--- config.mk ---
export PLATFORM = sky130hd
export DESIGN_NAME = tmpe_sum
export DESIGN_NICKNAME = d
export VERILOG_FILES = /design/src/tmpe_pkg.sv /design/src/tmpe_sum.sv
export SDC_FILE = /design/constraint.sdc
export NUM_CORES = 1
export LEC_CHECK = 0
export BUFFER_PORTS_ARGS = -buffer_cell sky130_fd_sc_hd__buf_2
export CAP_MARGIN = 40
export CORE_MARGIN = 2
export CORE_UTILIZATION = 55
export DETAILED_ROUTE_END_ITERATION = 7
export GPL_ROUTABILITY_DRIVEN = 0
export PLACE_DENSITY = 0.88
export REMOVE_ABC_BUFFERS = 1
export SYNTH_ARGS = -nofsm -noshare
export SYNTH_HDL_FRONTEND = slang
export SYNTH_SLANG_ARGS = --single-unit
--- constraint.sdc ---
create_clock -name clk -period 10.1 [get_ports clk]
set_clock_uncertainty 0.05 [all_clocks]
set_input_delay 1.01 -clock clk [delete_from_list [all_inputs] [get_ports clk]]
set_output_delay 1.01 -clock clk [all_outputs]
set_load 0.02 [all_outputs]
--- src/tmpe_pkg.sv ---
// tmpe_pkg: widths, codes, shared types and saturation helpers of the
// trapezoid motion profile evaluator; no dependencies
`default_nettype none

package tmpe_pkg;

	function automatic int max2(input int x, input int y);
		return (x > y) ? x : y;
	endfunction

	// field widths
	localparam int TIME_BITS = 24;
	localparam int POS_W     = 64;
	localparam int VEL_W     = 48;
	localparam int A_W       = 48;
	localparam int CFG_IDX_W = 3;
	localparam int CFG_DAT_W = 64;

	// multiplier split: 48-bit operands go in as two 24-bit halves
	localparam int AH_W  = A_W / 2;
	localparam int SQ_W  = 2 * TIME_BITS;
	localparam int PH_W  = AH_W + TIME_BITS + 1;
	localparam int PL_W  = AH_W + TIME_BITS;
	localparam int AU_W  = A_W + TIME_BITS + 1;
	localparam int ASQ_W = A_W + SQ_W + 1;

	// velocity sums are q48, position sums q49, both rounded to q32
	localparam int VSH   = 16;
	localparam int PSH   = 17;
	localparam int VS_W  = max2(VEL_W + VSH, AU_W) + 2;
	localparam int PS_W  = max2(max2(POS_W + PSH, AU_W + PSH), ASQ_W) + 2;
	localparam int VSS_W = VS_W - VSH;
	localparam int PSS_W = PS_W - PSH;

	localparam logic signed [VS_W-1:0] VRND = VS_W'(1) << (VSH - 1);
	localparam logic signed [PS_W-1:0] PRND = PS_W'(1) << (PSH - 1);

	// phase codes
	localparam logic [1:0] PH_ACCEL  = 2'd0;
	localparam logic [1:0] PH_CRUISE = 2'd1;
	localparam logic [1:0] PH_DECEL  = 2'd2;

	// item kinds traveling down the pipe
	localparam logic [1:0] KIND_USER   = 2'd0;
	localparam logic [1:0] KIND_CRUISE = 2'd1;
	localparam logic [1:0] KIND_CORNER = 2'd2;

	// register indexes
	localparam logic [CFG_IDX_W-1:0] REG_START_POS   = 3'd0;
	localparam logic [CFG_IDX_W-1:0] REG_START_VEL   = 3'd1;
	localparam logic [CFG_IDX_W-1:0] REG_ACCEL_RATE  = 3'd2;
	localparam logic [CFG_IDX_W-1:0] REG_ACCEL_END   = 3'd3;
	localparam logic [CFG_IDX_W-1:0] REG_DECEL_START = 3'd4;

	typedef struct packed {
		logic       vld;
		logic [1:0] kind;
		logic [1:0] phase;
	} tmpe_ctl_t;

	typedef struct packed {
		logic [POS_W-1:0]     p0;
		logic [VEL_W-1:0]     v0;
		logic [A_W-1:0]       a;
		logic [TIME_BITS-1:0] t1;
		logic [TIME_BITS-1:0] t2;
		logic [VEL_W-1:0]     f;
		logic [POS_W-1:0]     s1;
		logic [POS_W-1:0]     s2;
	} tmpe_cfg_t;

	function automatic logic [VEL_W-1:0] sat_vel(input logic signed [VSS_W-1:0] x);
		logic [VSS_W-VEL_W:0] head;
		head = x[VSS_W-1:VEL_W-1];
		if ((&head) || !(|head))
			return x[VEL_W-1:0];
		else if (x[VSS_W-1])
			return {1'b1, {(VEL_W-1){1'b0}}};
		else
			return {1'b0, {(VEL_W-1){1'b1}}};
	endfunction

	function automatic logic [POS_W-1:0] sat_pos(input logic signed [PSS_W-1:0] x);
		logic [PSS_W-POS_W:0] head;
		head = x[PSS_W-1:POS_W-1];
		if ((&head) || !(|head))
			return x[POS_W-1:0];
		else if (x[PSS_W-1])
			return {1'b1, {(POS_W-1){1'b0}}};
		else
			return {1'b0, {(POS_W-1){1'b1}}};
	endfunction

endpackage

`default_nettype wire

--- src/tmpe_sum.sv ---
// tmpe_sum: stages 4 and 5, term sums, rounding and velocity saturation
// depends on tmpe_pkg
`default_nettype none

module tmpe_sum (
	input  logic                             clk,
	input  logic                             arst_n,
	input  logic                             adv,
	input  tmpe_pkg::tmpe_ctl_t              ctl_s3,
	input  logic [tmpe_pkg::VEL_W-1:0]       v_s3,
	input  logic [tmpe_pkg::POS_W-1:0]       p_s3,
	input  logic signed [tmpe_pkg::AU_W-1:0] au_s3,
	input  logic signed [tmpe_pkg::AU_W-1:0] vu_s3,
	input  logic signed [tmpe_pkg::PH_W-1:0] qhh_s3,
	input  logic signed [tmpe_pkg::PH_W-1:0] qhl_s3,
	input  logic [tmpe_pkg::PL_W-1:0]        qlh_s3,
	input  logic [tmpe_pkg::PL_W-1:0]        qll_s3,
	output tmpe_pkg::tmpe_ctl_t              ctl_s5,
	output logic [tmpe_pkg::VEL_W-1:0]       vel_s5,
	output logic signed [tmpe_pkg::PSS_W-1:0] pos_sh_s5
);
	import tmpe_pkg::*;

	tmpe_ctl_t               ctl_s4;
	logic signed [VS_W-1:0]  vel_w_s4;
	logic signed [PS_W-1:0]  part_s4;
	logic signed [ASQ_W-1:0] asq_s4;

	logic signed [VS_W-1:0]  au_ext;
	logic signed [VS_W-1:0]  au_term;
	logic signed [ASQ_W-1:0] asq_d;
	logic signed [PS_W-1:0]  asq_ext;
	logic signed [PS_W-1:0]  asq_term;
	logic signed [PS_W-1:0]  pos_w;

	// acceleration term: added while accelerating, dropped while cruising,
	// subtracted while decelerating
	assign au_ext = VS_W'(au_s3);

	always_comb begin
		case (ctl_s3.phase)
			PH_ACCEL: au_term = au_ext;
			PH_DECEL: au_term = -au_ext;
			default:  au_term = '0;
		endcase
	end

	assign asq_d = (ASQ_W'(qhh_s3) <<< (AH_W + TIME_BITS))
	             + (ASQ_W'(qhl_s3) <<< AH_W)
	             + ($signed(ASQ_W'(qlh_s3)) <<< TIME_BITS)
	             + $signed(ASQ_W'(qll_s3));

	assign asq_ext = PS_W'(asq_s4);

	always_comb begin
		case (ctl_s4.phase)
			PH_ACCEL: asq_term = asq_ext;
			PH_DECEL: asq_term = -asq_ext;
			default:  asq_term = '0;
		endcase
	end

	assign pos_w = part_s4 + asq_term;

	always_ff @(posedge clk or negedge arst_n) begin
		if (!arst_n) begin
			ctl_s4 <= '0;
			ctl_s5 <= '0;
		end else if (adv) begin
			ctl_s4 <= ctl_s3;
			ctl_s5 <= ctl_s4;
		end
	end

	always_ff @(posedge clk) begin
		if (adv) begin
			vel_w_s4  <= (VS_W'($signed(v_s3)) <<< VSH) + au_term + VRND;
			part_s4   <= (PS_W'($signed(p_s3)) <<< PSH) + (PS_W'(vu_s3) <<< PSH) + PRND;
			asq_s4    <= asq_d;
			vel_s5    <= sat_vel(vel_w_s4[VS_W-1:VSH]);
			pos_sh_s5 <= pos_w[PS_W-1:PSH];
		end
	end

endmodule

`default_nettype wire

==> results.json <==
{
  "cts_setup_buffers": 0,
  "vias": 30603,
  "place_area_um2": 36600,
  "synth_edf_count": 361,
  "hold_path.class": "in2async",
  "numCtsBuffers": 42,
  "max_slew_margin_pct": 42.4,
  "ys_seq_elements": 371,
  "arrival_ns": 8.49,
  "cp_common_cell": "or4_1",
  "rows": 89,
  "end_kind": "register",
  "clock-root-buffer": "clkbuf_16",
  "dp_cells": 4859,
  "slew_violations": 0,
  "routedWlPerCell_um": 20.4,
  "period_needed_ns": 8.23,
  "tightest_slew_ns": 0.864,
  "violations": "design-rule violations",
  "critPathMaxFanout": 7,
  "ys.flop_type": "edfxtp_1",
  "drtPass1Iterations": 8,
  "syn_inst": 3637,
  "max_freq_ghz": 0.121,
  "tns_ns": 0,
  "slowest_delay_ns": 0.60,
  "r2r_slack_ns": 1.87,
  "die_h_um": 249,
  "cts_tree": "built",
  "yosys.cell_count.top_type": "edfxtp_1",
  "die_area_um2": 62100,
  "path_buf_inv": 1,
  "ys_seq_area_share_pct": 33.5,
  "powerDensity_nw_per_um2": 190,
  "power_leakage_nw": 17.0,
  "drive_gt1_share_pct": 17.4,
  "clk_latency_ns": 0.59,
  "numPortBuffers": 594,
  "max_cap_violations": 0,
  "cp-start-kind": "register",
  "finalCritPeriodShare_pct": 81.5,
  "cts_hold_buf": 0,
  "yosys_warnings": 0,
  "dp.final_hpwl_um": 82600,
  "drtIter0Drc": 2912,
  "cts_max_path_buffers": 3,
  "initial_core_util_pct": 55.8,
  "design_area_um2": 38000,
  "yosysTopAreaCell": "edfxtp_1",
  "syn2layout_area_growth_pct": 14.8,
  "ys_types": 76,
  "layoutNonFillerInstCount": 4941,
  "status": "finished with violations",
  "syn_avg_cell_area_um2": 9.09,
  "rsz0062_at_grt": "no",
  "hold_viol_final": 0,
  "reg2reg_depth": 25,
  "peakVddDrop_uv": 123,
  "final_antenna_net_count": 0,
  "viasPerCell": 6.19,
  "crit_type": "reg2reg",
  "synthArstFlopShare_pct": 2.70,
  "dieWidth_um": 249,
  "routed_wl_um": 101000,
  "drc": 4,
  "cp_data_required_time_ns": 10.35,
  "reg2reg_from": "asq_s4[13]",
  "synth_common_cells": "361 x edfxtp_1, 327 x nand2_1, 323 x a21oi_1",
  "grt_pass1_wl_um": 154000,
  "syn-cell-area_um2": 33100,
  "htreeDepth": 2,
  "grt_max_degree": 84,
  "cp_slowest_cell": "or4_1",
  "grt-ovfl-total": 0,
  "grt_use_total_pct": 31.3,
  "pin_count": 595,
  "synthTopCellsByArea": "edfxtp_1 33%, ha_1 12%, xor2_1 6.3%",
  "synthDominantCellAreaShare_pct": 32.8,
  "setup_viol": 0,
  "antenna_found_initial": 8,
  "path_delay_family": "simple AND/OR/NAND/NOR gates",
  "core-area_um2": 59200,
  "layout.nets": 4950,
  "path_clk_slew_ns": 0.06,
  "grt_pass1_vias": 28871,
  "post_cts_resized": 0,
  "clock_sinks": 371,
  "r2r_end": "pos_sh_s5[74]"
}
-- worst max path at each step --
stage                from       endpoint  slack (ns)  depth (start not counted)
6_report       asq_s4[13]  pos_sh_s5[74]        1.87                         25
2_1_floorplan  asq_s4[16]  pos_sh_s5[74]        3.02                         24
5_1_grt         asq_s4[5]  pos_sh_s5[74]        1.48                         25
3_5_place_dp   asq_s4[13]  pos_sh_s5[74]        2.10                         25
4_1_cts        asq_s4[13]  pos_sh_s5[74]        2.06                         25
3_3_place_gp   asq_s4[13]  pos_sh_s5[74]        2.05                         24
-- per-layer routing --
metal / track usage, % / share of wire [%] / vias up
li1: - / - / 14438
met1: 38.5 / 39 / 14185
met2: 52.0 / 46 / 1648
met3: 5.37 / 8.4 / 330
met4: 17.8 / 6.5 / 2
met5: 0 / 0.016 / -
-- stage by stage --
| step | hold WS (ns) | setup slack [ns] | util, % | total power [mW] |
|---|---|---|---|---|
| floorplan | 0.416 | 3.02 | - | 4.55 |
| global placement | 0.431 | 2.05 | 61.6 | 5.52 |
| detailed placement | 0.444 | 2.10 | 61.8 | 5.60 |
| CTS | 0.291 | 2.06 | 64.0 | 7.14 |
| global route | 0.292 | 1.48 | 64.1 | 7.56 |
| finish | 0.294 | 1.87 | 64.1 | 7.19 |
-- flip-flops by register name, summed over array words and instances (netlist names) --
signal / flops
asq_s4: 97
pos_sh_s5: 82
part_s4: 75
vel_w_s4: 59
vel_s5: 48
ctl_s4: 5
ctl_s5: 5
-- cells in the final DEF, fill, tap and decap left out, types with 19 or more instances in the layout --
cell and instances:
or2_2 24, a21o_1 205, clkbuf_16 42, o41ai_1 20, nor3_1 42, inv_1 97, o31ai_1 48, fa_1 52
nor2b_1 39, nand3_1 50, nand4_1 84, o21bai_1 59, buf_2 596, ha_1 307, nor2_1 312, nand2b_1 35
a21oi_1 323, nand2_1 327, nor4_1 29, a31oi_1 34, or4_1 29, o21a_1 30, xor2_1 237, and3_1 27
or3_1 32, xnor2_1 174, and2_1 21, o21ai_0 273, a211oi_1 19, edfxtp_1 361
-- power by group --
part | internal (mW) | total, mW | switching (mW)
Combinational | 1.22 | 3.26 | 2.04
Sequential | 2.21 | 2.41 | 0.197
Clock | 0.892 | 1.53 | 0.635
Total | 4.33 | 7.19 | 2.87
-- cell families after synthesis --
logic type	Yosys count	synth area share [%]
xor gates and xnor gates	411	10.9
AOI/OAI and AO/OA	1141	21.8
buffers and inverters	261	2.98
DFF	371	33.5
and+or+nand+nor	1082	15.6
adders and majority gates	359	14.8
muxes	12	0.401
-- cell type report --
type | instances | area, um2
Antenna cell | 7 | 17.5
Clock buffer | 50 | 1080
Clock inverter | 24 | 262
Fill cell | 4738 | 21300
Inverter | 97 | 364
Multi-Input combinational cell | 3005 | 21000
Sequential cell | 371 | 11100
Tap cell | 773 | 967
Timing Repair Buffer | 614 | 3170
No activity file was read; power rests on OpenSTA's default activity.
