===== src/tmpe_pkg.sv =====
// tmpe_pkg: widths, codes, shared types and saturation helpers of the
// trapezoid motion profile evaluator; no dependencies
`default_nettype none

package tmpe_pkg;

	function automatic int max2(input int x, input int y);
		return (x > y) ? x : y;
	endfunction

	// field widths
	localparam int TIME_BITS = 24;
	localparam int POS_W     = 64;
	localparam int VEL_W     = 48;
	localparam int A_W       = 48;
	localparam int CFG_IDX_W = 3;
	localparam int CFG_DAT_W = 64;

	// multiplier split: 48-bit operands go in as two 24-bit halves
	localparam int AH_W  = A_W / 2;
	localparam int SQ_W  = 2 * TIME_BITS;
	localparam int PH_W  = AH_W + TIME_BITS + 1;
	localparam int PL_W  = AH_W + TIME_BITS;
	localparam int AU_W  = A_W + TIME_BITS + 1;
	localparam int ASQ_W = A_W + SQ_W + 1;

	// velocity sums are q48, position sums q49, both rounded to q32
	localparam int VSH   = 16;
	localparam int PSH   = 17;
	localparam int VS_W  = max2(VEL_W + VSH, AU_W) + 2;
	localparam int PS_W  = max2(max2(POS_W + PSH, AU_W + PSH), ASQ_W) + 2;
	localparam int VSS_W = VS_W - VSH;
	localparam int PSS_W = PS_W - PSH;

	localparam logic signed [VS_W-1:0] VRND = VS_W'(1) << (VSH - 1);
	localparam logic signed [PS_W-1:0] PRND = PS_W'(1) << (PSH - 1);

	// phase codes
	localparam logic [1:0] PH_ACCEL  = 2'd0;
	localparam logic [1:0] PH_CRUISE = 2'd1;
	localparam logic [1:0] PH_DECEL  = 2'd2;

	// item kinds traveling down the pipe
	localparam logic [1:0] KIND_USER   = 2'd0;
	localparam logic [1:0] KIND_CRUISE = 2'd1;
	localparam logic [1:0] KIND_CORNER = 2'd2;

	// register indexes
	localparam logic [CFG_IDX_W-1:0] REG_START_POS   = 3'd0;
	localparam logic [CFG_IDX_W-1:0] REG_START_VEL   = 3'd1;
	localparam logic [CFG_IDX_W-1:0] REG_ACCEL_RATE  = 3'd2;
	localparam logic [CFG_IDX_W-1:0] REG_ACCEL_END   = 3'd3;
	localparam logic [CFG_IDX_W-1:0] REG_DECEL_START = 3'd4;

	typedef struct packed {
		logic       vld;
		logic [1:0] kind;
		logic [1:0] phase;
	} tmpe_ctl_t;

	typedef struct packed {
		logic [POS_W-1:0]     p0;
		logic [VEL_W-1:0]     v0;
		logic [A_W-1:0]       a;
		logic [TIME_BITS-1:0] t1;
		logic [TIME_BITS-1:0] t2;
		logic [VEL_W-1:0]     f;
		logic [POS_W-1:0]     s1;
		logic [POS_W-1:0]     s2;
	} tmpe_cfg_t;

	function automatic logic [VEL_W-1:0] sat_vel(input logic signed [VSS_W-1:0] x);
		logic [VSS_W-VEL_W:0] head;
		head = x[VSS_W-1:VEL_W-1];
		if ((&head) || !(|head))
			return x[VEL_W-1:0];
		else if (x[VSS_W-1])
			return {1'b1, {(VEL_W-1){1'b0}}};
		else
			return {1'b0, {(VEL_W-1){1'b1}}};
	endfunction

	function automatic logic [POS_W-1:0] sat_pos(input logic signed [PSS_W-1:0] x);
		logic [PSS_W-POS_W:0] head;
		head = x[PSS_W-1:POS_W-1];
		if ((&head) || !(|head))
			return x[POS_W-1:0];
		else if (x[PSS_W-1])
			return {1'b1, {(POS_W-1){1'b0}}};
		else
			return {1'b0, {(POS_W-1){1'b1}}};
	endfunction

endpackage

`default_nettype wire


===== src/tmpe_front.sv =====
// tmpe_front: stage 1, phase decision and operand selection
// depends on tmpe_pkg
`default_nettype none

module tmpe_front (
	input  logic                           clk,
	input  logic                           arst_n,
	input  logic                           adv,
	input  logic                           in_vld,
	input  logic [1:0]                     in_kind,
	input  logic [tmpe_pkg::TIME_BITS-1:0] sample_time,
	input  tmpe_pkg::tmpe_cfg_t            cfg,
	output tmpe_pkg::tmpe_ctl_t            ctl_s1,
	output logic [tmpe_pkg::TIME_BITS-1:0] u_s1,
	output logic [tmpe_pkg::VEL_W-1:0]     v_s1,
	output logic [tmpe_pkg::POS_W-1:0]     p_s1
);
	import tmpe_pkg::*;

	logic [TIME_BITS-1:0] t2e;
	logic [1:0]           phase_d;
	logic [TIME_BITS-1:0] u_d;
	logic [VEL_W-1:0]     v_d;
	logic [POS_W-1:0]     p_d;

	// decel start below accel end means no cruise phase
	assign t2e = (cfg.t2 < cfg.t1) ? cfg.t1 : cfg.t2;

	always_comb begin
		case (in_kind)
			KIND_CRUISE: begin
				phase_d = PH_ACCEL;
				u_d     = cfg.t1;
				v_d     = cfg.v0;
				p_d     = cfg.p0;
			end
			KIND_CORNER: begin
				phase_d = PH_CRUISE;
				u_d     = t2e - cfg.t1;
				v_d     = cfg.f;
				p_d     = cfg.s1;
			end
			default: begin
				if (sample_time < cfg.t1) begin
					phase_d = PH_ACCEL;
					u_d     = sample_time;
					v_d     = cfg.v0;
					p_d     = cfg.p0;
				end else if (sample_time < t2e) begin
					phase_d = PH_CRUISE;
					u_d     = sample_time - cfg.t1;
					v_d     = cfg.f;
					p_d     = cfg.s1;
				end else begin
					phase_d = PH_DECEL;
					u_d     = sample_time - t2e;
					v_d     = cfg.f;
					p_d     = cfg.s2;
				end
			end
		endcase
	end

	always_ff @(posedge clk or negedge arst_n) begin
		if (!arst_n) begin
			ctl_s1 <= '0;
		end else if (adv) begin
			ctl_s1.vld   <= in_vld;
			ctl_s1.kind  <= in_kind;
			ctl_s1.phase <= phase_d;
		end
	end

	always_ff @(posedge clk) begin
		if (adv) begin
			u_s1 <= u_d;
			v_s1 <= v_d;
			p_s1 <= p_d;
		end
	end

endmodule

`default_nettype wire


===== config.mk =====
export PLATFORM = sky130hd
export DESIGN_NAME = tmpe_front
export DESIGN_NICKNAME = d
export VERILOG_FILES = /design/src/tmpe_pkg.sv /design/src/tmpe_front.sv
export SDC_FILE = /design/constraint.sdc
export NUM_CORES = 1
export LEC_CHECK = 0
export BUFFER_PORTS_ARGS = -buffer_cell sky130_fd_sc_hd__buf_2
export CAP_MARGIN = 20
export CORE_AREA = 2 2 213 215
export CTS_BUF_LIST = sky130_fd_sc_hd__clkbuf_16
export DETAILED_ROUTE_END_ITERATION = 16
export DIE_AREA = 0 0 215 217
export PLACE_DENSITY_LB_ADDON = 0.08
export SLEW_MARGIN = 20
export SYNTH_ARGS = -nofsm -noshare
export SYNTH_HDL_FRONTEND = slang
export SYNTH_SLANG_ARGS = --single-unit

===== constraint.sdc =====
create_clock -name clk -period 1.5 [get_ports clk]
set_clock_uncertainty 0.05 [all_clocks]
set_input_delay 0.075 -clock clk [delete_from_list [all_inputs] [get_ports clk]]
set_output_delay 0.075 -clock clk [all_outputs]
set_load 0.005 [all_outputs]

==> flow_summary.json, run 1 <==
{
  "grt_pass1_vias": 16000,
  "worstPathArrival_ps": 4200,
  "via_count": 16100,
  "io_pins": 555,
  "hold_violations": 0,
  "cp.depth": 26,
  "p_seq_share_pct": 25.8,
  "intPower_uw": 13100,
  "synthSimpleGateAreaFrac_pct": 8.82,
  "crit_family": "compound AO/OA/AOI/OAI gates",
  "p_comb_share_pct": 54.1,
  "path_class": "primary input to flip-flop",
  "synth_fp_nets": 1942,
  "syn-mean-instance-area_um2": 9.22,
  "use_met1_pct": 32.1,
  "holdPathStages": 3,
  "switching_share_pct": 35.0,
  "seq_area_frac_synth_pct": 31.9,
  "htreeDepth": 4,
  "hp-class": "primary input to flip-flop",
  "gr-usage-met2_pct": 45.5,
  "dp_slack_ps": -3420,
  "end_kind": "flip-flop",
  "fmax_mhz": 246,
  "synth_top_family_by_area": "compound AO/OA/AOI/OAI gates",
  "gr-usage-met3_pct": 3.54,
  "worst_slack_ps": -2570,
  "root_buffer": "clkbuf_16",
  "synth-seq-cells": 141,
  "synth_cells": 1429,
  "antenna_found_initial": 8,
  "synth-edff-count": 136,
  "clkSinkCount": 141,
  "final_antenna_net_count": 0,
  "insertion_delay_ps": 440,
  "path_clk_slew_ps": 60,
  "slew_violations": 0,
  "final_nets": 3002,
  "synthXorXnorAreaFrac_pct": 3.46,
  "die_area_um2": 46700,
  "start_util_pct": 29.5,
  "cts_tree": "done",
  "synthFlopType": "edfxtp_1",
  "drtIter0Drc": 1421,
  "slew_headroom_pct": 60.9,
  "chipWidth_um": 215,
  "path_common_cell": "buf_12",
  "synthMuxAreaShare_pct": 11.6,
  "synth_compound_area_share_pct": 27.8,
  "tightest_slew_ps": 586,
  "maxCapViolations": 0,
  "dp.cells": 2795,
  "synth_cell_types": 66,
  "worst_path_largest_cell_delay_ps": 310,
  "slowest_stage": "mux2_4",
  "cts.path.max_buffers": 2,
  "grt_max_degree": 64,
  "fp-row-count": 78,
  "async_reset_ff_share_pct": 3.55,
  "ff2ff_path_depth": 1,
  "power.share.clock_pct": 20.2,
  "start_kind": "primary input",
  "place.port_buffers": 506,
  "synth_area_um2": 13200,
  "powerDensity_nw_per_um2": 849,
  "failed_checks": "negative setup slack",
  "busiest_layer": "met2",
  "area_growth_pct": 79.8,
  "coreArea_um2": 44700,
  "vias_per_cell": 5.18,
  "ys_warn_count": 0,
  "drive_above_1_share_pct": 46.1,
  "drcViolationCount": 0,
  "die_h_um": 217,
  "power.switching_uw": 7040,
  "status": "finished, violations left",
  "grt.overflow.total": 0,
  "cts_made_buffers": 17,
  "cp.buffers_inverters": 9,
  "required_ps": 1630,
  "firstDrtPassIters": 9,
  "rsz0062_at_grt": "true",
  "place.gp.congestion": 0.912,
  "fin_cells": 3110,
  "synthAdderAreaFrac_pct": 9.57,
  "grt_pass1_wl_mm": 93.5,
  "totalWireLength_mm": 63.1,
  "wl_per_cell_um": 20.3,
  "p_leak_uw": 0.0112,
  "ir_worst_vdd_uv": 448,
  "setup_viol_count_final": 138,
  "period_share_pct": 271,
  "dp_hpwl_mm": 47.9,
  "grt_util_all_layers_pct": 25.8,
  "min_period_ps": 4070,
  "cp_max_fo": 6
}
[placed cells by master (no fill, tap or decap), types with 7 or more instances in the layout]
master and n:
a31oi_1 7, a221oi_1 72, nor2_1 102, ha_1 63
a22oi_1 8, xnor2_1 31, buf_2 493, buf_12 39
o21a_1 15, nand2_1 41, buf_6 19, a222oi_1 48
diode_2 8, buf_8 7, or3_1 7, a21oi_2 15
nand2b_1 17, o211ai_1 19, xor2_1 20, edfxtp_1 136
mux2_2 36, buf_4 349, nand3_1 14, a21o_1 21
mux2i_1 65, ha_4 32, o21ai_0 34, o21ai_1 18
or2_2 7, inv_1 92, mux2_4 35, inv_2 17
clkbuf_16 19, nor3_1 14, dlygate4sd3_1 220, a21oi_1 192
[final timing paths]
kind                                  startpoint                    end  slack (ps)
setup / recovery                        cfg[219]     u_s1[10]$_DFFE_PP_       -2570
hold / removal                           cfg[87]     p_s1[23]$_DFFE_PP_          30
setup reg to reg           ctl_s1[2]$_DFFE_PN0P_  ctl_s1[2]$_DFFE_PN0P_         700
hold reg to reg            ctl_s1[4]$_DFFE_PN0P_  ctl_s1[4]$_DFFE_PN0P_         450
max in group asynchronous                 arst_n  ctl_s1[3]$_DFFE_PN0P_         610
min in group asynchronous                 arst_n  ctl_s1[4]$_DFFE_PN0P_         540
[tightest hold or removal path: stages]
cell and delay [ps]:
buf_2 110, a221oi_1 80, a21oi_1 120
[timing repair]
item                                   CTS  global route
cloned                                   7             2
hold buffers                           220             0
pin swaps                               75            44
setup buffers                           43            10
setup endpoints to repair              138           138
resized for setup                      165            63
endpoints found under the hold margin  131             0
[routing by layer]
| metal | share of wire, % | wire (µm) |
|---|---|---|
| met4 | 3.7 | 2320 |
| met5 | 0 | 0 |
| met3 | 4.8 | 3050 |
| met1 | 43 | 26900 |
| met2 | 49 | 30900 |
[final cells by class]
type	count	area, µm²
clock buffers	17	425
multi-input cells	1082	9080
fillers	4146	21000
well taps	600	751
inverters	111	459
flip-flops and latches	141	4210
repair buffers	1136	8640
clock inverters	15	120
diodes	8	20.0
[state kept, by name, indices dropped and copies added, names as in the netlist]
register and cells:
p_s1 64, u_s1 24, v_s1 48, ctl_s1 5
[cells by family (layout without fill, tap and decap cells)]
logic type,Yosys count,in the layout
adder cells (fa/ha/maj),99,99
other,0,8
buffers and inverters,206,1279
AND/OR/NAND/NOR,249,249
multiplexers,144,144
AO/OA/AOI/OAI,538,538
XOR/XNOR,52,52
flip-flops,141,141
[synthesized netlist by cell type, drive strengths merged, types with 15 or more instances]
library cell / count / area [µm²]
o21a: 15 / 113
ha: 96 / 1200
mux2i: 69 / 691
xnor2: 31 / 272
a222oi: 48 / 480
nor3: 16 / 80.1
a221oi: 76 / 666
nand3: 17 / 85.1
mux2: 75 / 845
a21oi: 212 / 1070
nand2b: 19 / 119
buf: 36 / 260
clkbuf: 59 / 221
nor2: 105 / 394
xor2: 21 / 184
nand2: 45 / 169
edfxtp: 136 / 4080
a21o: 22 / 165
o211ai: 19 / 143
inv: 111 / 417
o21ai: 60 / 300
[per-stage QoR]
stage	cell area (µm²)	total power (µW)	utilization, %	TNS (ps)	hold WS, ps
2_1_floorplan	13500	10000	-	-278960	-271
3_3_place_gp	19400	14100	43.3	-383850	-136
3_5_place_dp	19400	14100	43.3	-386850	-136
4_1_cts	23400	19800	52.2	-283700	4.12
5_1_grt	23700	21200	53.0	-295810	27.1
6_report	23700	20100	53.0	-278380	29.9
[power by group through the flow]
stage          Clock, µW  Sequential [µW]  Combinational (µW)
6_report            4060             5190               10900
5_1_grt             4280             5230               11700
3_3_place_gp           0             5260                8830
3_5_place_dp           0             5260                8880
2_1_floorplan          0             5320                4680
4_1_cts             4160             5190               10500
(Power assumes the default switching activity.)
==> inputs of run 2 (changes only) <==
- CORE_AREA: 2 2 213 215 -> 2 2 214 216
- DIE_AREA: 0 0 215 217 -> 0 0 216 218
- RECOVER_POWER: default -> 100
==> run 2 against run 1 <==
The run ends with negative hold slack, negative setup slack left. Sequential power barely moved. Clock power is 2% higher. First-iteration DRC count grew 0.14%. Maximum frequency is 0.96% lower. Non-clock buffer count grew 23. Critical path depth increased by 1. Utilization fell by 0.13 points. Die area rose by 0.93%. Worst hold slack got worse by 31 ps. Combinational power about the same. Critical endpoint is now u_s1[21]$_DFFE_PP_.
==> flow_summary.json, run 2 (synthesis results as in run 1) <==
{
  "fmax_mhz": 243,
  "holdWs_ps": -1.55,
  "coreArea_um2": 44900,
  "totalWireLength_mm": 63.7,
  "root_buffer": "clkbuf_16",
  "failed_checks": "negative hold slack, negative setup slack",
  "grt_max_degree": 60,
  "status": "finished, violations left",
  "start_util_pct": 29.4,
  "vias_per_cell": 5.18,
  "start_kind": "primary input",
  "intPower_uw": 12900,
  "cp_max_fo": 7,
  "die_h_um": 218,
  "dp_slack_ps": -3390,
  "regArea_um2": 4210,
  "path_clk_slew_ps": 70,
  "area_growth_pct": 80.1,
  "dp_hpwl_mm": 47.4,
  "final_common_cell": "buf_2",
  "regMostFlops": "p_s1",
  "grt.overflow.total": 0,
  "hold_violations": 1,
  "die_area_um2": 47100,
  "slew_headroom_pct": 33.5,
  "cp.buffers_inverters": 11,
  "wl_per_cell_um": 20.4,
  "worstPathArrival_ps": 4350,
  "via_count": 16200,
  "period_share_pct": 274,
  "maxCapViolations": 0,
  "antenna_found_initial": 4,
  "required_ps": 1740,
  "hp-class": "primary input to flip-flop",
  "fp-row-count": 78,
  "reg.largest.list": "p_s1: 64 flops, v_s1: 48 flops, u_s1: 24 flops",
  "end_kind": "flip-flop",
  "power.share.clock_pct": 20.5,
  "fin_cells": 3128,
  "worst_path_largest_cell_delay_ps": 360,
  "clkSinkCount": 141,
  "power.switching_uw": 7300,
  "htreeDepth": 4,
  "fillers": 4201,
  "insertion_delay_ps": 450,
  "p_comb_share_pct": 53.8,
  "ir_worst_vdd_uv": 585,
  "largest_reg_flops": 64,
  "final_cell_mix": "382 x buf_2, 364 x buf_4, 224 x dlygate4sd3_1",
  "slew_violations": 0,
  "grt_pass1_vias": 16100,
  "cts.path.max_buffers": 2,
  "multi_input_area_um2": 9180,
  "drcViolationCount": 0,
  "final_antenna_net_count": 0,
  "p_leak_uw": 0.0111,
  "grt_pass1_wl_mm": 93.5,
  "slowest_stage": "or3_4",
  "grt_util_all_layers_pct": 25.7,
  "crit_family": "compound AO/OA/AOI/OAI gates",
  "io_pins": 555,
  "dp.cells": 2808,
  "powerDensity_nw_per_um2": 852,
  "path_class": "primary input to flip-flop",
  "p_seq_share_pct": 25.7,
  "drtIter0Drc": 1423,
  "rsz0062_at_grt": "true",
  "cts_made_buffers": 17,
  "drive_above_1_share_pct": 42.9,
  "chipWidth_um": 216,
  "setup_viol_count_final": 259,
  "switching_share_pct": 36.1,
  "firstDrtPassIters": 9,
  "rrSetupSlack_ps": 690,
  "cts_tree": "done",
  "tightest_slew_ps": 998,
  "place.gp.congestion": 0.929,
  "place.port_buffers": 506,
  "fin_setup_tns_ps": -289800,
  "final_nets": 3025,
  "worst_slack_ps": -2610,
  "min_period_ps": 4110
}
run 2: cell count changes in the layout (fill, tap and decap cells not counted), moves of 5 or more:
cell	before	now
inv_1	92	87
buf_4	349	364
mux2_4	35	58
buf_6	19	29
clkbuf_1	0	112
buf_12	39	30
mux2_2	36	17
diode_2	8	3
buf_2	493	382
o21ai_1	18	13
run 2: final timing paths:
| check | endpoint | cells after the start | startpoint |
|---|---|---|---|
| worst max-delay path | u_s1[21]$_DFFE_PP_ | 27 | cfg[219] |
| worst min-delay path | p_s1[41]$_DFFE_PP_ | 3 | cfg[105] |
| worst max register to register | ctl_s1[3]$_DFFE_PN0P_ | 1 | ctl_s1[3]$_DFFE_PN0P_ |
| worst min register to register | ctl_s1[2]$_DFFE_PN0P_ | 1 | ctl_s1[2]$_DFFE_PN0P_ |
| max in group asynchronous | ctl_s1[3]$_DFFE_PN0P_ | 3 | arst_n |
| min in group asynchronous | ctl_s1[2]$_DFFE_PN0P_ | 3 | arst_n |
run 2: area by class of cell:
class,instances,area share (%)
inverters,111,1.98
flip-flops and latches,141,17.7
multi-input cells,1082,38.7
clock buffers,17,1.79
clock inverters,15,0.527
well taps,600,3.16
diodes,3,0.0316
repair buffers,1159,36.1
run 2: repair_timing:
action,4_1_cts,5_1_grt
gates resized for setup,145,124
endpoints found under the hold margin,135,0
pin swaps,63,107
buffers inserted,27,32
hold buffers,224,0
endpoints found under the setup margin,138,138
cloned,7,3
run 2: stage by stage:
stage	cell area [µm²]	hold slack (ps)	util (%)	total power (µW)
after global placement	19300	-138	43.1	14100
after global routing	23700	14.1	52.9	21400
after floorplan	13500	-271	-	10000
after detailed placement	19300	-143	43.1	14200
final	23700	-1.55	52.9	20200
after CTS	23200	0.956	51.6	19800
run 2: power groups by stage:
stage / Clock, µW / Sequential (µW) / Combinational (µW)
global route: 4410 / 5250 / 11700
detailed placement: 0 / 5270 / 8880
global placement: 0 / 5260 / 8850
finish: 4150 / 5210 / 10900
floorplan: 0 / 5320 / 4680
CTS: 4250 / 5190 / 10400
run 2: routing by layer:
| metal | global-route usage (%) | share of wire (%) | up-vias |
|---|---|---|---|
| li1 | - | - | 7735 |
| met1 | 33.7 | 44 | 7727 |
| met2 | 44.1 | 48 | 642 |
| met3 | 3.24 | 5.1 | 114 |
| met4 | 7.81 | 3.0 | 0 |
| met5 | 0 | 0 | - |
==> inputs of run 3 (changes only) <==
--- a/config.mk
+++ b/config.mk
@@ -10,4 +10,5 @@
 export CORE_AREA = 2 2 214 216
 export CTS_BUF_LIST = sky130_fd_sc_hd__clkbuf_16
+export CTS_CLUSTER_DIAMETER = 120
 export DETAILED_ROUTE_END_ITERATION = 16
 export DIE_AREA = 0 0 216 218
==> constraint.sdc (replaced) <==
create_clock -name clk -period 1.5 [get_ports clk]
set_clock_uncertainty 0.05 [all_clocks]
set_input_delay 0.225 -clock clk [delete_from_list [all_inputs] [get_ports clk]]
set_output_delay 0.225 -clock clk [all_outputs]
set_load 0.005 [all_outputs]
==> run 3 against run 2 <==
The flow finishes with violations (negative setup slack). Global-route usage shrank 0.59 points. Worst setup slack lost 140 ps. Critical endpoint is now p_s1[16]$_DFFE_PP_. Combinational power is essentially flat. Utilization shrank 4.4 points. Non-clock buffer count shrank 202.
==> flow_summary.json, run 3 (synthesis results as in run 1) <==
{
  "worst_path_largest_cell_delay_ps": 350,
  "met2_length_mm": 30.0,
  "cts_tree": "done",
  "via_count": 15300,
  "path_class": "primary input to flip-flop",
  "area_growth_pct": 65.3,
  "crit_family": "compound AO/OA/AOI/OAI gates",
  "drcViolationCount": 0,
  "coreArea_um2": 44900,
  "tightest_slew_ps": 996,
  "fp-row-count": 78,
  "hp-class": "primary input to flip-flop",
  "slew_headroom_pct": 33.6,
  "htreeDepth": 4,
  "powerDensity_nw_per_um2": 937,
  "cp.buffers_inverters": 9,
  "fin_setup_tns_ps": -304200,
  "antenna_found_initial": 16,
  "grt.overflow.total": 0,
  "final_nets": 2823,
  "hold_violations": 0,
  "p_leak_uw": 0.0102,
  "cts_made_buffers": 17,
  "path_clk_slew_ps": 70,
  "final_common_cell": "buf_2",
  "end_kind": "flip-flop",
  "insertion_delay_ps": 460,
  "dp.cells": 2814,
  "grt_util_all_layers_pct": 25.1,
  "firstDrtPassIters": 9,
  "die_h_um": 218,
  "root_buffer": "clkbuf_16",
  "rsz0062_at_grt": "true",
  "slowest_stage": "mux2_2",
  "final_util_pct": 48.5,
  "chipWidth_um": 216,
  "finalPower_uw": 20400,
  "dr.max_layer_used": "met5",
  "grt_pass1_wl_mm": 89.7,
  "r2r-start": "ctl_s1[4]$_DFFE_PN0P_",
  "worst_slack_ps": -2750,
  "die_area_um2": 47100,
  "wl_met1_mm": 27.0,
  "clkSinkCount": 141,
  "grt_max_degree": 107,
  "wl_per_cell_um": 21.2,
  "start_kind": "primary input",
  "final_cell_mix": "385 x buf_2, 364 x buf_4, 191 x a21oi_1",
  "io_pins": 555,
  "period_share_pct": 283,
  "status": "finished, violations left",
  "reg.largest.list": "p_s1: 64 flops, v_s1: 48 flops, u_s1: 24 flops",
  "cts.path.max_buffers": 2,
  "ir_worst_vdd_uv": 584,
  "setup_viol_count_final": 138,
  "hold_start": "cfg[283]",
  "maxCapViolations": 0,
  "drive_above_1_share_pct": 47.9,
  "cp_max_fo": 8,
  "fmax_mhz": 236,
  "place.port_buffers": 506,
  "vias_per_cell": 5.23,
  "place.gp.congestion": 0.890,
  "fin_cells": 2933,
  "largest_reg_flops": 64,
  "totalWireLength_mm": 62.2,
  "route.met3.wl_mm": 3.52,
  "worstPathArrival_ps": 4400,
  "worstSetupStartpoint": "cfg[220]",
  "grt_pass1_vias": 15000,
  "failed_checks": "negative setup slack",
  "slew_violations": 0,
  "final_antenna_net_count": 0,
  "required_ps": 1650,
  "start_util_pct": 29.4,
  "path_common_cell": "buf_12",
  "dp_slack_ps": -3590,
  "dp_hpwl_mm": 47.5,
  "drtIter0Drc": 1223,
  "min_period_ps": 4250,
  "regMostFlops": "p_s1"
}
## run 3: final timing paths
check	slack (ps)	cells past startpoint	endpoint
max in group asynchronous	1070	2	ctl_s1[2]$_DFFE_PN0P_
min reg2reg	470	1	ctl_s1[1]$_DFFE_PN0P_
min in group asynchronous	100	2	ctl_s1[1]$_DFFE_PN0P_
max	-2750	25	p_s1[16]$_DFFE_PP_
max reg2reg	690	1	ctl_s1[4]$_DFFE_PN0P_
min	30	3	v_s1[11]$_DFFE_PP_
## run 3: cell type report
class	instances	area, µm²
fillers	4435	23100
repair buffers	957	6560
inverters	111	464
clock inverters	15	161
flip-flops and latches	141	4210
multi-input cells	1082	9190
diodes	10	25.0
clock buffers	17	425
well taps	600	751
## run 3: repair_timing
| action | 4_1_cts | 5_1_grt |
|---|---|---|
| endpoints found under the hold margin | 10 | 0 |
| gates cloned | 9 | 2 |
| setup endpoints to repair | 138 | 138 |
| setup buffers | 49 | 19 |
| hold buffers | 6 | 0 |
| resized for setup | 194 | 87 |
| pin swaps | 95 | 51 |
## run 3: routing by layer
layer | vias up | GRT usage (%)
li1 | 7346 | -
met1 | 7367 | 31.9
met2 | 533 | 42.8
met3 | 87 | 4.55
met4 | 6 | 8.49
met5 | - | 0
## run 3: tightest hold or removal path: stages
cell      delay, ps
buf_2            90
a222oi_1         70
inv_1            50
## run 3: per-stage QoR
stage	instance area [µm²]	hold slack [ps]
final	21800	34.4
after global routing	21800	33.0
after CTS	21400	2.76
after detailed placement	19300	1.29
after global placement	19300	-2.76
after floorplan	13500	-121
## run 3: where the power goes
group          total (µW)  switching [µW]  internal [µW]
clock network        4480            2000           2470
logic               10800            5260           5510
registers            5180             153           5030
total               20400            7410          13000
